<file path="config.mk">
export PLATFORM = sky130hd
export DESIGN_NAME = framed_packet_receiver_crc16_flat
export DESIGN_NICKNAME = d
export VERILOG_FILES = /design/src/sv/fpr_pkg.sv /design/src/sv/fpr_ifs.sv /design/src/sv/framed_packet_receiver_crc16.sv /design/src/flat_wrapper.sv
export SDC_FILE = /design/constraint.sdc
export NUM_CORES = 1
export LEC_CHECK = 0
export ABC_CLOCK_PERIOD_IN_PS = 3300
export BUFFER_PORTS_ARGS = -buffer_cell sky130_fd_sc_hd__buf_2
export CORE_MARGIN = 5
export CORE_UTILIZATION = 45
export CTS_CLUSTER_SIZE = 24
export DETAILED_ROUTE_END_ITERATION = 6
export SLEW_MARGIN = 25
export SYNTH_ARGS = -nofsm -noshare
export SYNTH_HDL_FRONTEND = slang
export SYNTH_SLANG_ARGS = --single-unit
</file>
<file path="constraint.sdc">
create_clock -name clk -period 3.3 [get_ports clk]
set_input_delay 0 -clock clk [delete_from_list [all_inputs] [get_ports clk]]
set_output_delay 0 -clock clk [all_outputs]
set_load 0.01 [all_outputs]
</file>
<file path="src/sv/fpr_pkg.sv">
// Shared constants, codes and the CRC-16 byte update for the framed packet receiver.
package fpr_pkg;

  // Framing bytes and CRC polynomial.
  localparam logic [7:0]  START_BYTE = 8'h5a;
  localparam logic [7:0]  PING_TYPE  = 8'ha6;
  localparam logic [15:0] CRC_POLY   = 16'h1021;

  // Reset value of the expected packet type register.
  localparam logic [7:0]  EXPECTED_TYPE_RST = 8'ha4;

  // Default payload limit and the matching length width.
  localparam int unsigned MAX_PAYLOAD_DEF = 32;
  localparam int unsigned LEN_W_DEF       = $clog2(MAX_PAYLOAD_DEF + 1);

  // Event codes reported with each result item.
  localparam logic [1:0] EV_NONE    = 2'd0;
  localparam logic [1:0] EV_PING    = 2'd1;
  localparam logic [1:0] EV_GOOD    = 2'd2;
  localparam logic [1:0] EV_CRC_ERR = 2'd3;

  // One byte of CRC-16, MSB first, unrolled over the eight bits.
  function automatic logic [15:0] crc16_byte(input logic [15:0] crc_in,
                                             input logic [7:0]  data);
    logic [15:0] c;
    c = crc_in ^ {data, 8'h00};
    for (int i = 0; i < 8; i++) begin
      c = c[15] ? ((c << 1) ^ CRC_POLY) : (c << 1);
    end
    return c;
  endfunction

endpackage

</file>
<file path="src/sv/fpr_ifs.sv">
// Valid/ready channel interfaces for received bytes and result items.
interface fpr_rx_if;
  logic       valid;
  logic       ready;
  logic [7:0] rx_byte;

  modport source(output valid, output rx_byte, input ready);
  modport sink(input valid, input rx_byte, output ready);
endinterface

interface fpr_res_if import fpr_pkg::*; #(
  parameter int unsigned LEN_W = LEN_W_DEF
);
  logic             valid;
  logic             ready;
  logic [1:0]       event_res;
  logic [7:0]       payload_byte;
  logic             payload_valid;
  logic [LEN_W-1:0] payload_length;

  modport source(output valid, output event_res, output payload_byte,
                 output payload_valid, output payload_length, input ready);
  modport sink(input valid, input event_res, input payload_byte,
               input payload_valid, input payload_length, output ready);
endinterface

</file>
<file path="src/sv/framed_packet_receiver_crc16.sv">
// Framed packet receiver: start/type/length/CRC header parse, payload pass-through, CRC-16 check.
// Each accepted byte leaves its result item in the output register.
// Throughput: one byte per cycle while result.ready is high; the CRC-16 byte update is a single unrolled step.
// The output register decouples the sides: a byte is taken whenever the register is
// empty or its item is taken in the same cycle.
// Reset (rst, synchronous): hunting for the start byte, counters and CRCs cleared,
// expected type 0xa4, output register empty.
module framed_packet_receiver_crc16 import fpr_pkg::*; #(
  parameter int unsigned MAX_PAYLOAD = MAX_PAYLOAD_DEF
) (
  input  logic       clk,
  input  logic       rst,
  input  logic       cfg_wr_en,
  input  logic [7:0] cfg_wr_data,
  fpr_rx_if.sink     rx,
  fpr_res_if.source  result
);

  localparam int unsigned LEN_W = $clog2(MAX_PAYLOAD + 1);
  localparam logic [15:0] MAX_LEN16 = 16'(MAX_PAYLOAD);

  // Phase codes.
  localparam logic [2:0] PH_HUNT = 3'd0;
  localparam logic [2:0] PH_TYPE = 3'd1;
  localparam logic [2:0] PH_LEN0 = 3'd2;
  localparam logic [2:0] PH_LEN1 = 3'd3;
  localparam logic [2:0] PH_CRC0 = 3'd4;
  localparam logic [2:0] PH_CRC1 = 3'd5;
  localparam logic [2:0] PH_DATA = 3'd6;

  logic [7:0]       expected_type;
  logic [2:0]       phase, phase_next;
  logic [LEN_W-1:0] byte_count, byte_count_next;
  logic [LEN_W-1:0] length_field, length_field_next;
  logic [7:0]       len_lo, len_lo_next;
  logic [15:0]      running_crc, running_crc_next;
  logic [15:0]      received_crc, received_crc_next;

  logic             out_valid;
  logic [1:0]       out_event, ev;
  logic [7:0]       out_pbyte, pbyte;
  logic             out_pvalid, pvalid;
  logic [LEN_W-1:0] out_plen, plen;

  logic             accept;
  logic [7:0]       b;
  logic [15:0]      crc_base, crc_upd, len_full;
  logic [LEN_W-1:0] count_inc;
  logic             done;

  assign rx.ready = !out_valid || result.ready;
  assign accept   = rx.valid && rx.ready;
  assign b        = rx.rx_byte;

  // One shared CRC update; a start byte restarts it from zero.
  assign crc_base = (phase == PH_TYPE || phase == PH_LEN0 || phase == PH_LEN1 ||
                     phase == PH_DATA) ? running_crc : 16'h0000;
  assign crc_upd   = crc16_byte(crc_base, b);
  assign len_full  = {b, len_lo};
  assign count_inc = byte_count + LEN_W'(1);

  // Next state and result for the byte on the input.
  always_comb begin
    phase_next        = phase;
    byte_count_next   = byte_count;
    length_field_next = length_field;
    len_lo_next       = len_lo;
    running_crc_next  = running_crc;
    received_crc_next = received_crc;
    ev     = EV_NONE;
    pbyte  = 8'h00;
    pvalid = 1'b0;
    plen   = '0;
    done   = 1'b0;
    unique case (phase)
      PH_TYPE: begin
        if (b == PING_TYPE) begin
          ev         = EV_PING;
          phase_next = PH_HUNT;
        end else if (b == expected_type) begin
          running_crc_next = crc_upd;
          phase_next       = PH_LEN0;
        end else begin
          phase_next = PH_HUNT;
        end
      end
      PH_LEN0: begin
        running_crc_next = crc_upd;
        len_lo_next      = b;
        phase_next       = PH_LEN1;
      end
      PH_LEN1: begin
        running_crc_next  = crc_upd;
        length_field_next = (len_full > MAX_LEN16) ? LEN_W'(MAX_PAYLOAD)
                                                   : len_full[LEN_W-1:0];
        phase_next        = PH_CRC0;
      end
      PH_CRC0: begin
        received_crc_next = {8'h00, b};
        phase_next        = PH_CRC1;
      end
      PH_CRC1: begin
        received_crc_next = {b, received_crc[7:0]};
        byte_count_next   = '0;
        if (length_field == '0) begin
          done = 1'b1;
        end else begin
          phase_next = PH_DATA;
        end
      end
      PH_DATA: begin
        running_crc_next = crc_upd;
        pvalid           = 1'b1;
        pbyte            = b;
        byte_count_next  = count_inc;
        done             = (count_inc >= length_field);
      end
      default: begin
        if (b == START_BYTE) begin
          running_crc_next = crc_upd;
          byte_count_next  = '0;
          phase_next       = PH_TYPE;
        end else begin
          phase_next = PH_HUNT;
        end
      end
    endcase
    // Packet end: compare against the received CRC.
    if (done) begin
      ev         = (running_crc_next == received_crc_next) ? EV_GOOD : EV_CRC_ERR;
      plen       = length_field_next;
      phase_next = PH_HUNT;
    end
  end

  // Configuration register.
  always_ff @(posedge clk) begin
    if (rst) begin
      expected_type <= EXPECTED_TYPE_RST;
    end else if (cfg_wr_en) begin
      expected_type <= cfg_wr_data;
    end
  end

  // Parser state, updated on each accepted byte.
  always_ff @(posedge clk) begin
    if (rst) begin
      phase        <= PH_HUNT;
      byte_count   <= '0;
      length_field <= '0;
      len_lo       <= 8'h00;
      running_crc  <= 16'h0000;
      received_crc <= 16'h0000;
    end else if (accept) begin
      phase        <= phase_next;
      byte_count   <= byte_count_next;
      length_field <= length_field_next;
      len_lo       <= len_lo_next;
      running_crc  <= running_crc_next;
      received_crc <= received_crc_next;
    end
  end

  // Output register valid flag.
  always_ff @(posedge clk) begin
    if (rst) begin
      out_valid <= 1'b0;
    end else if (accept) begin
      out_valid <= 1'b1;
    end else if (result.ready) begin
      out_valid <= 1'b0;
    end
  end

  // Output register payload.
  always_ff @(posedge clk) begin
    if (accept) begin
      out_event  <= ev;
      out_pbyte  <= pbyte;
      out_pvalid <= pvalid;
      out_plen   <= plen;
    end
  end

  assign result.valid          = out_valid;
  assign result.event_res      = out_event;
  assign result.payload_byte   = out_pbyte;
  assign result.payload_valid  = out_pvalid;
  assign result.payload_length = out_plen;

`ifndef SYNTHESIS
  // An accepted byte always leaves a result item in the output register.
  a_accept_fills : assert property (@(posedge clk) disable iff (rst)
    accept |=> out_valid)
    else $error("accepted byte produced no result item");

  // Length is reported only with a packet event.
  a_len_with_event : assert property (@(posedge clk) disable iff (rst)
    (out_valid && out_event != EV_GOOD && out_event != EV_CRC_ERR) |-> out_plen == '0)
    else $error("payload length without packet event");

  // Payload byte is zero unless flagged as payload.
  a_pbyte_zero : assert property (@(posedge clk) disable iff (rst)
    (out_valid && !out_pvalid) |-> out_pbyte == 8'h00)
    else $error("payload byte set without payload valid");

  // While in the payload the count stays below a nonzero clamped length.
  a_data_count : assert property (@(posedge clk) disable iff (rst)
    (phase == PH_DATA) |-> (length_field != '0 && byte_count < length_field &&
                            length_field <= LEN_W'(MAX_PAYLOAD)))
    else $error("payload count out of range");

  // A ping is only reported for the byte after a start byte.
  a_ping_origin : assert property (@(posedge clk) disable iff (rst)
    (accept && ev == EV_PING) |-> phase == PH_TYPE)
    else $error("ping reported outside the type byte");
`endif

endmodule
</file>
<file path="src/flat_wrapper.sv">
// flat-port wrapper written by rule: the top's interface ports become plain ports
module framed_packet_receiver_crc16_flat import fpr_pkg::*;
#(
  parameter int unsigned MAX_PAYLOAD = MAX_PAYLOAD_DEF
)
  (clk, rst, cfg_wr_en, cfg_wr_data, rx_valid, rx_rx_byte, rx_ready, result_valid, result_event_res, result_payload_byte, result_payload_valid, result_payload_length, result_ready);
  fpr_rx_if rx_i ();
  fpr_res_if result_i ();
  input  logic clk;
  input  logic rst;
  input  logic cfg_wr_en;
  input  logic [7:0] cfg_wr_data;
  input wire logic [$bits(rx_i.valid)-1:0] rx_valid;
  input wire logic [$bits(rx_i.rx_byte)-1:0] rx_rx_byte;
  output wire logic [$bits(rx_i.ready)-1:0] rx_ready;
  output wire logic [$bits(result_i.valid)-1:0] result_valid;
  output wire logic [$bits(result_i.event_res)-1:0] result_event_res;
  output wire logic [$bits(result_i.payload_byte)-1:0] result_payload_byte;
  output wire logic [$bits(result_i.payload_valid)-1:0] result_payload_valid;
  output wire logic [$bits(result_i.payload_length)-1:0] result_payload_length;
  input wire logic [$bits(result_i.ready)-1:0] result_ready;
  assign rx_i.valid = rx_valid;
  assign rx_i.rx_byte = rx_rx_byte;
  assign rx_ready = rx_i.ready;
  assign result_valid = result_i.valid;
  assign result_event_res = result_i.event_res;
  assign result_payload_byte = result_i.payload_byte;
  assign result_payload_valid = result_i.payload_valid;
  assign result_payload_length = result_i.payload_length;
  assign result_i.ready = result_ready;
  framed_packet_receiver_crc16 #(.MAX_PAYLOAD(MAX_PAYLOAD)) u_core (.clk(clk), .rst(rst), .cfg_wr_en(cfg_wr_en), .cfg_wr_data(cfg_wr_data), .rx(rx_i), .result(result_i));
endmodule
</file>
---- Word-level counts from Yosys, hierarchy flattened ----
Index checks and enable logic that the tools add are counted.
Widths: inputs -> output; s select.
storage, ports and cells
  input bits .............................. 21
  register bits ........................... 81
  logic and storage cells ................. 85
cells by class
  add/subtract/negate cells ............... 1
  reductions and logical operators ........ 15
  bitwise gates (word level) .............. 10
  multiplexer cells ....................... 33
  eq/ne operators ......................... 12
  order comparisons ....................... 2
operators with widths
  cell                 number
  $mux 13              8
  $mux 16              4
  $pmux 16 s3          1
  $pmux 16 s2          1
  $not 3->3            8
  $mux 6               3
  $pmux 3 s6           1
  $pmux 6 s3           1
  $eq 16x16->1         1
  $gt 16x6->1 const B  1
  $xor 16x16->16       1
  $eq 3x3->1 const B   3
  $mux 3               3
  $eq 8x7->1 const B   1
  $eq 8x8->1           1
  $eq 8x8->1 const B   1
  $mux 1               7
  $add 6x1->6 const B  1
  $eq 3x2->1 const B   2
  $ge 6x6->1           1
  $logic_not 6->1      1
  $mux 2               3
  $reduce_and 3->1     2
  $logic_or 1x1->1     4
  other kinds (13)     13

---- Depth between registers and ports, before layout ----
  word-level depth ........................ 28
  depth in mapped cells ................... 13

---- Least setup slack after synthesis ----
No wires, ideal clock.
  path kind ............................... register to register
  start point ............................. register u_core.phase[1]
  end point ............................... register u_core.out_event[0], in the netlist u_core.result.event_res[0] (data pin)
  buffers on the path ..................... 4
  slack ................................... 329 ps
  data arrival time ....................... 2712 ps
  stages on the path, launching flop included .. 14
  cell sequence ........................... dfxtp_1 -> clkbuf_8 -> clkbuf_1 -> inv_1 -> ha_1 -> clkbuf_8 -> a221oi_2 -> nand2_2 -> buf_6 -> a22oi_2 -> xnor2_2 -> nand4_1 -> or3_1 -> o31a_1
between the ends
  longest elaborated chain between the ends .. 22
  elaborated cells between the ends (all ways) .. 39
  those cells by class .................... 7 x eq/ne; 18 x mux; 9 x bitwise; 5 x reduce/logical
ends and longest elaborated chain
  what                                      RTL line                                                                RTL
  from (decl)                               framed_packet_receiver_crc16.sv:32                                      logic [2:0] phase, phase_next;
  from (signal assigned)                    framed_packet_receiver_crc16.sv:155                                     phase <= phase_next;
  $eq 3x1->1 or $eq 3x2->1 (tied branches)  framed_packet_receiver_crc16.sv:56, framed_packet_receiver_crc16.sv:75
  $logic_or 1x1->1 (3 in a row)             framed_packet_receiver_crc16.sv:56                                      assign crc_base = (phase == PH_TYPE || phase == PH_LEN0 || phase == PH_LEN1 ||
  $mux 16                                   framed_packet_receiver_crc16.sv:57                                      phase == PH_DATA) ? running_crc : 16'h0000;
  $xor 16x16->16                            fpr_pkg.sv:26                                                           c = crc_in ^ {data, 8'h00};
  $not 3->3 (no line)                       -
  $mux 13 (7 in a row)                      fpr_pkg.sv:28                                                           c = c[15] ? ((c << 1) ^ CRC_POLY) : (c << 1);
  $not 3->3 (no line)                       -
  $mux 13                                   fpr_pkg.sv:28
  $mux 16                                   framed_packet_receiver_crc16.sv:80                                      end else if (b == expected_type) begin
  $mux 16                                   framed_packet_receiver_crc16.sv:77                                      if (b == PING_TYPE) begin
  $pmux 16 s3                               framed_packet_receiver_crc16.sv:75                                      unique case (phase)
  $eq 16x16->1                              framed_packet_receiver_crc16.sv:130                                     ev = (running_crc_next == received_crc_next) ? EV_GOOD : EV_CRC_ERR;
  $mux 1                                    framed_packet_receiver_crc16.sv:130
  $mux 2 (*)                                framed_packet_receiver_crc16.sv:129                                     if (done) begin
  via u_core.ev[0]                          framed_packet_receiver_crc16.sv:40                                      logic [1:0] out_event, ev;
  to (signal assigned)                      framed_packet_receiver_crc16.sv:178                                     out_event <= ev;
  to (decl)                                 framed_packet_receiver_crc16.sv:40
Mark *: on every way through the listed nets, which the timed path passes. The rest lies on a longest branch.
A chain may end at the register's enable or synchronous reset.

---- Final worst setup path ----
Ends and elaborated chain as after synthesis.

==> metrics.txt <==
Worst Hold Class=in2reg; Worst IR Drop VDD=233 uV; Comb power frac=10.3%; Final Instance Area=5320 um2; Starting Density=46.0%; Max FO, Critical Path=14; CTS max path bufs=2; Hold Fails Final Rpt=0; total gr overflow=0; GR Layer Usage met2=32.2%; commonest non-fill, non-tap cell in the layout=nor2_1; final non-filler cell total=699; syn_nets=551; Detailed Route Iter0 Violations=239; later-pin clock latency in the skew report=370 ps; final WL=12400 um; Die Y=113 um; max-slew violations=0; Most Crowded Layer GR=met2; Max Clock Skew=18.5 ps; Inserted Diodes=0; Core ar.=10300 um2; TNS Setup=0 ps; worst hold path depth=2; first-pass GRT wire length=19700 um; sequential share of the synthesized area=37.7%; TritonRoute pass-1 iters=5; status=finished, final reports clean; sw frac=26.3%; #FFs+latches synth=81; synth warn=0; fin nets=588; r2r endpoint=u_core.result.event_res[0]; Synth Cell Area=4750 um2; Hold WS=41.4 ps; root buffer cell=clkbuf_8; Setup crit end kind=flop; all-layer global routing usage=19.3%; CP startpoint kind=flop; Post-DRT Antenna Nets=0; Wirelength per Cell=17.7 um; # rows=37; reported net switching power=0.558 mW; antenna violations before repair=0; PwrDens=399 nW/um2; share of cells above drive strength 1=17.9%; Final Cycle Share=93.0%; launch point of the worst reg-to-reg path=u_core.phase[1]; EDFF count, synth=17; CTS tree=yes; Post-synth top flop=dfxtp_1; RSZ-0062 raised after global routing=no; Final setup viols=0; Reg clk slew, reported paths=100 ps; f_max=0.326 GHz; most frequent cells in the layout=nor2_1 (65), dfxtp_1 (62), xnor2_1 (44); synthesized instance count=521; Clock power frac=40.3%; Flop pwr share=49.4%; max-cap violation count=0; Worst Path Arrival=3200 ps; Worst EP required=3430 ps; P&R area growth vs syn=12.0%; Max-Slew Margin vs Limit=58.2%; Hold Crit Start=cfg_wr_en; mean post-synth cell area=9.11 um2; Vias=3970; DP Area=4980 um2; Final HPWL DP=8490 um; vias per cell=5.68; pin count of the biggest net entering global routing=58; P_int=1.56 mW; FILL cells=968; end point of the worst hold path=u_core.expected_type[2]; Crit Path Class=reg2reg; die area=12700 um2; Synth cell types=66; DP Cell Count=673; clock period minus worst slack=3070 ps; H-Tree Depth=3; number of global-route vias before repair=3737; Placer Congestion=0.910; reg2reg setup slack=230 ps; PortBufs=39; Post-synth ARST share=0%; Leakage=1.97 nW; DR DRC count=0; met3 GRT Util=3.48%; met1 GRT Util=26.0%; Die X=113 um; clk sink count=81; r2r worst-path depth=11; IO Count=40; number of CTS-inserted buffers=9; Worst-Margin Slew=623 ps
-- area by class of cell --
| type | count | area (um2) | area share, % |
|---|---|---|---|
| flip-flops and latches | 81 | 1790 | 33.7 |
| clock inverters | 7 | 108 | 2.02 |
| multi-input cells | 386 | 2650 | 49.8 |
| inverters | 15 | 57.6 | 1.08 |
| well taps | 136 | 170 | 3.20 |
| repair buffers | 65 | 418 | 7.86 |
| clock buffers | 9 | 124 | 2.33 |
-- worst max path at each step --
| stage | start | depth (start not counted) | slack [ps] | endpoint |
|---|---|---|---|---|
| CTS | u_core.phase[2] | 10 | 80 | u_core.result.event_res[0] |
| floorplan | u_core.phase[1] | 13 | 330 | u_core.result.event_res[0] |
| detailed placement | u_core.phase[2] | 10 | 90 | u_core.result.event_res[0] |
| global route | u_core.phase[0] | 9 | 40 | u_core.result.event_res[0] |
| global placement | u_core.phase[2] | 10 | 120 | u_core.result.event_res[0] |
| finish | u_core.phase[1] | 11 | 230 | u_core.result.event_res[0] |
-- power by group through the flow --
stage	Sequential (mW)	Combinational (mW)	Clock, mW
after detailed placement	1.07	0.207	0
after global placement	1.07	0.207	0
after CTS	1.05	0.218	0.874
after floorplan	1.07	0.143	0
after global routing	1.05	0.236	0.922
final	1.05	0.219	0.854
-- state kept, by name (all words and copies together) (netlist names), 6 cells and up --
register,count
u_core.received_crc,16
u_core.running_crc,16
u_core.expected_type,8
u_core.len_lo,8
u_core.result.payload_byte,8
u_core.byte_count,6
u_core.length_field,6
u_core.result.payload_length,6
-- metrics by stage --
stage                     setup slack, ps  utilization (%)  total power [mW]
after floorplan                       329                -              1.22
after global placement                125             48.2              1.28
after detailed placement             86.5             48.2              1.28
after CTS                            81.3             51.4              2.14
after global routing                 44.4             51.5              2.21
final                                 232             51.5              2.12
-- timing repair --
item                       CTS  global route
setup endpoints to repair    0             1
buffers inserted             0             0
hold endpoints to repair     9             0
hold buffers                10             0
gates resized for setup      0             2
-- per-layer routing --
metal	share of wire [%]	up-vias	routed length (um)
li1	-	1945	-
met1	45	1886	5530
met2	49	125	6010
met3	5.3	14	661
met4	1.3	0	162
met5	0	-	0
-- Yosys cell counts, types with 4 or more instances --
cell	instances	share of area [%]
a211oi_1	12	1.9
a21o_1	5	0.79
a21oi_1	32	3.4
a22oi_1	32	5.1
a32oi_1	9	1.7
and2_1	10	1.3
and3_1	6	0.79
buf_1	5	0.40
buf_2	4	0.42
buf_6	8	1.9
clkbuf_1	16	1.3
dfxtp_1	64	27
edfxtp_1	17	11
ha_1	9	2.4
inv_1	12	0.95
mux2i_1	15	3.2
nand2_1	20	1.6
nand2b_1	6	0.79
nand3_1	21	2.2
nand4_1	11	1.4
nor2_1	65	5.1
nor2b_1	5	0.66
nor3_1	12	1.3
o21ai_0	8	0.84
xnor2_1	44	8.1
xor2_1	12	2.2
-- critical path, stage by stage (launching register included) --
cell and delay, ps:
dfxtp_2 420, inv_1 130, ha_1 330, inv_1 90, nor3_1 280, buf_4 250
a22oi_1 130, a222oi_1 480, a21oi_1 110, nor4_2 230, nand4_1 100, o31a_1 280
-- logic make-up (layout without fill, tap and decap cells) --
family,Yosys count,after routing,share of synthesized area [%]
flops,81,81,37.7
xor+xnor,59,59,11.6
buf+inv,54,96,6.54
fa+ha+maj,9,9,2.37
compound gates,124,124,18.6
mux,18,18,3.95
simple gates,176,176,19.1
(Power assumes the default switching activity.)
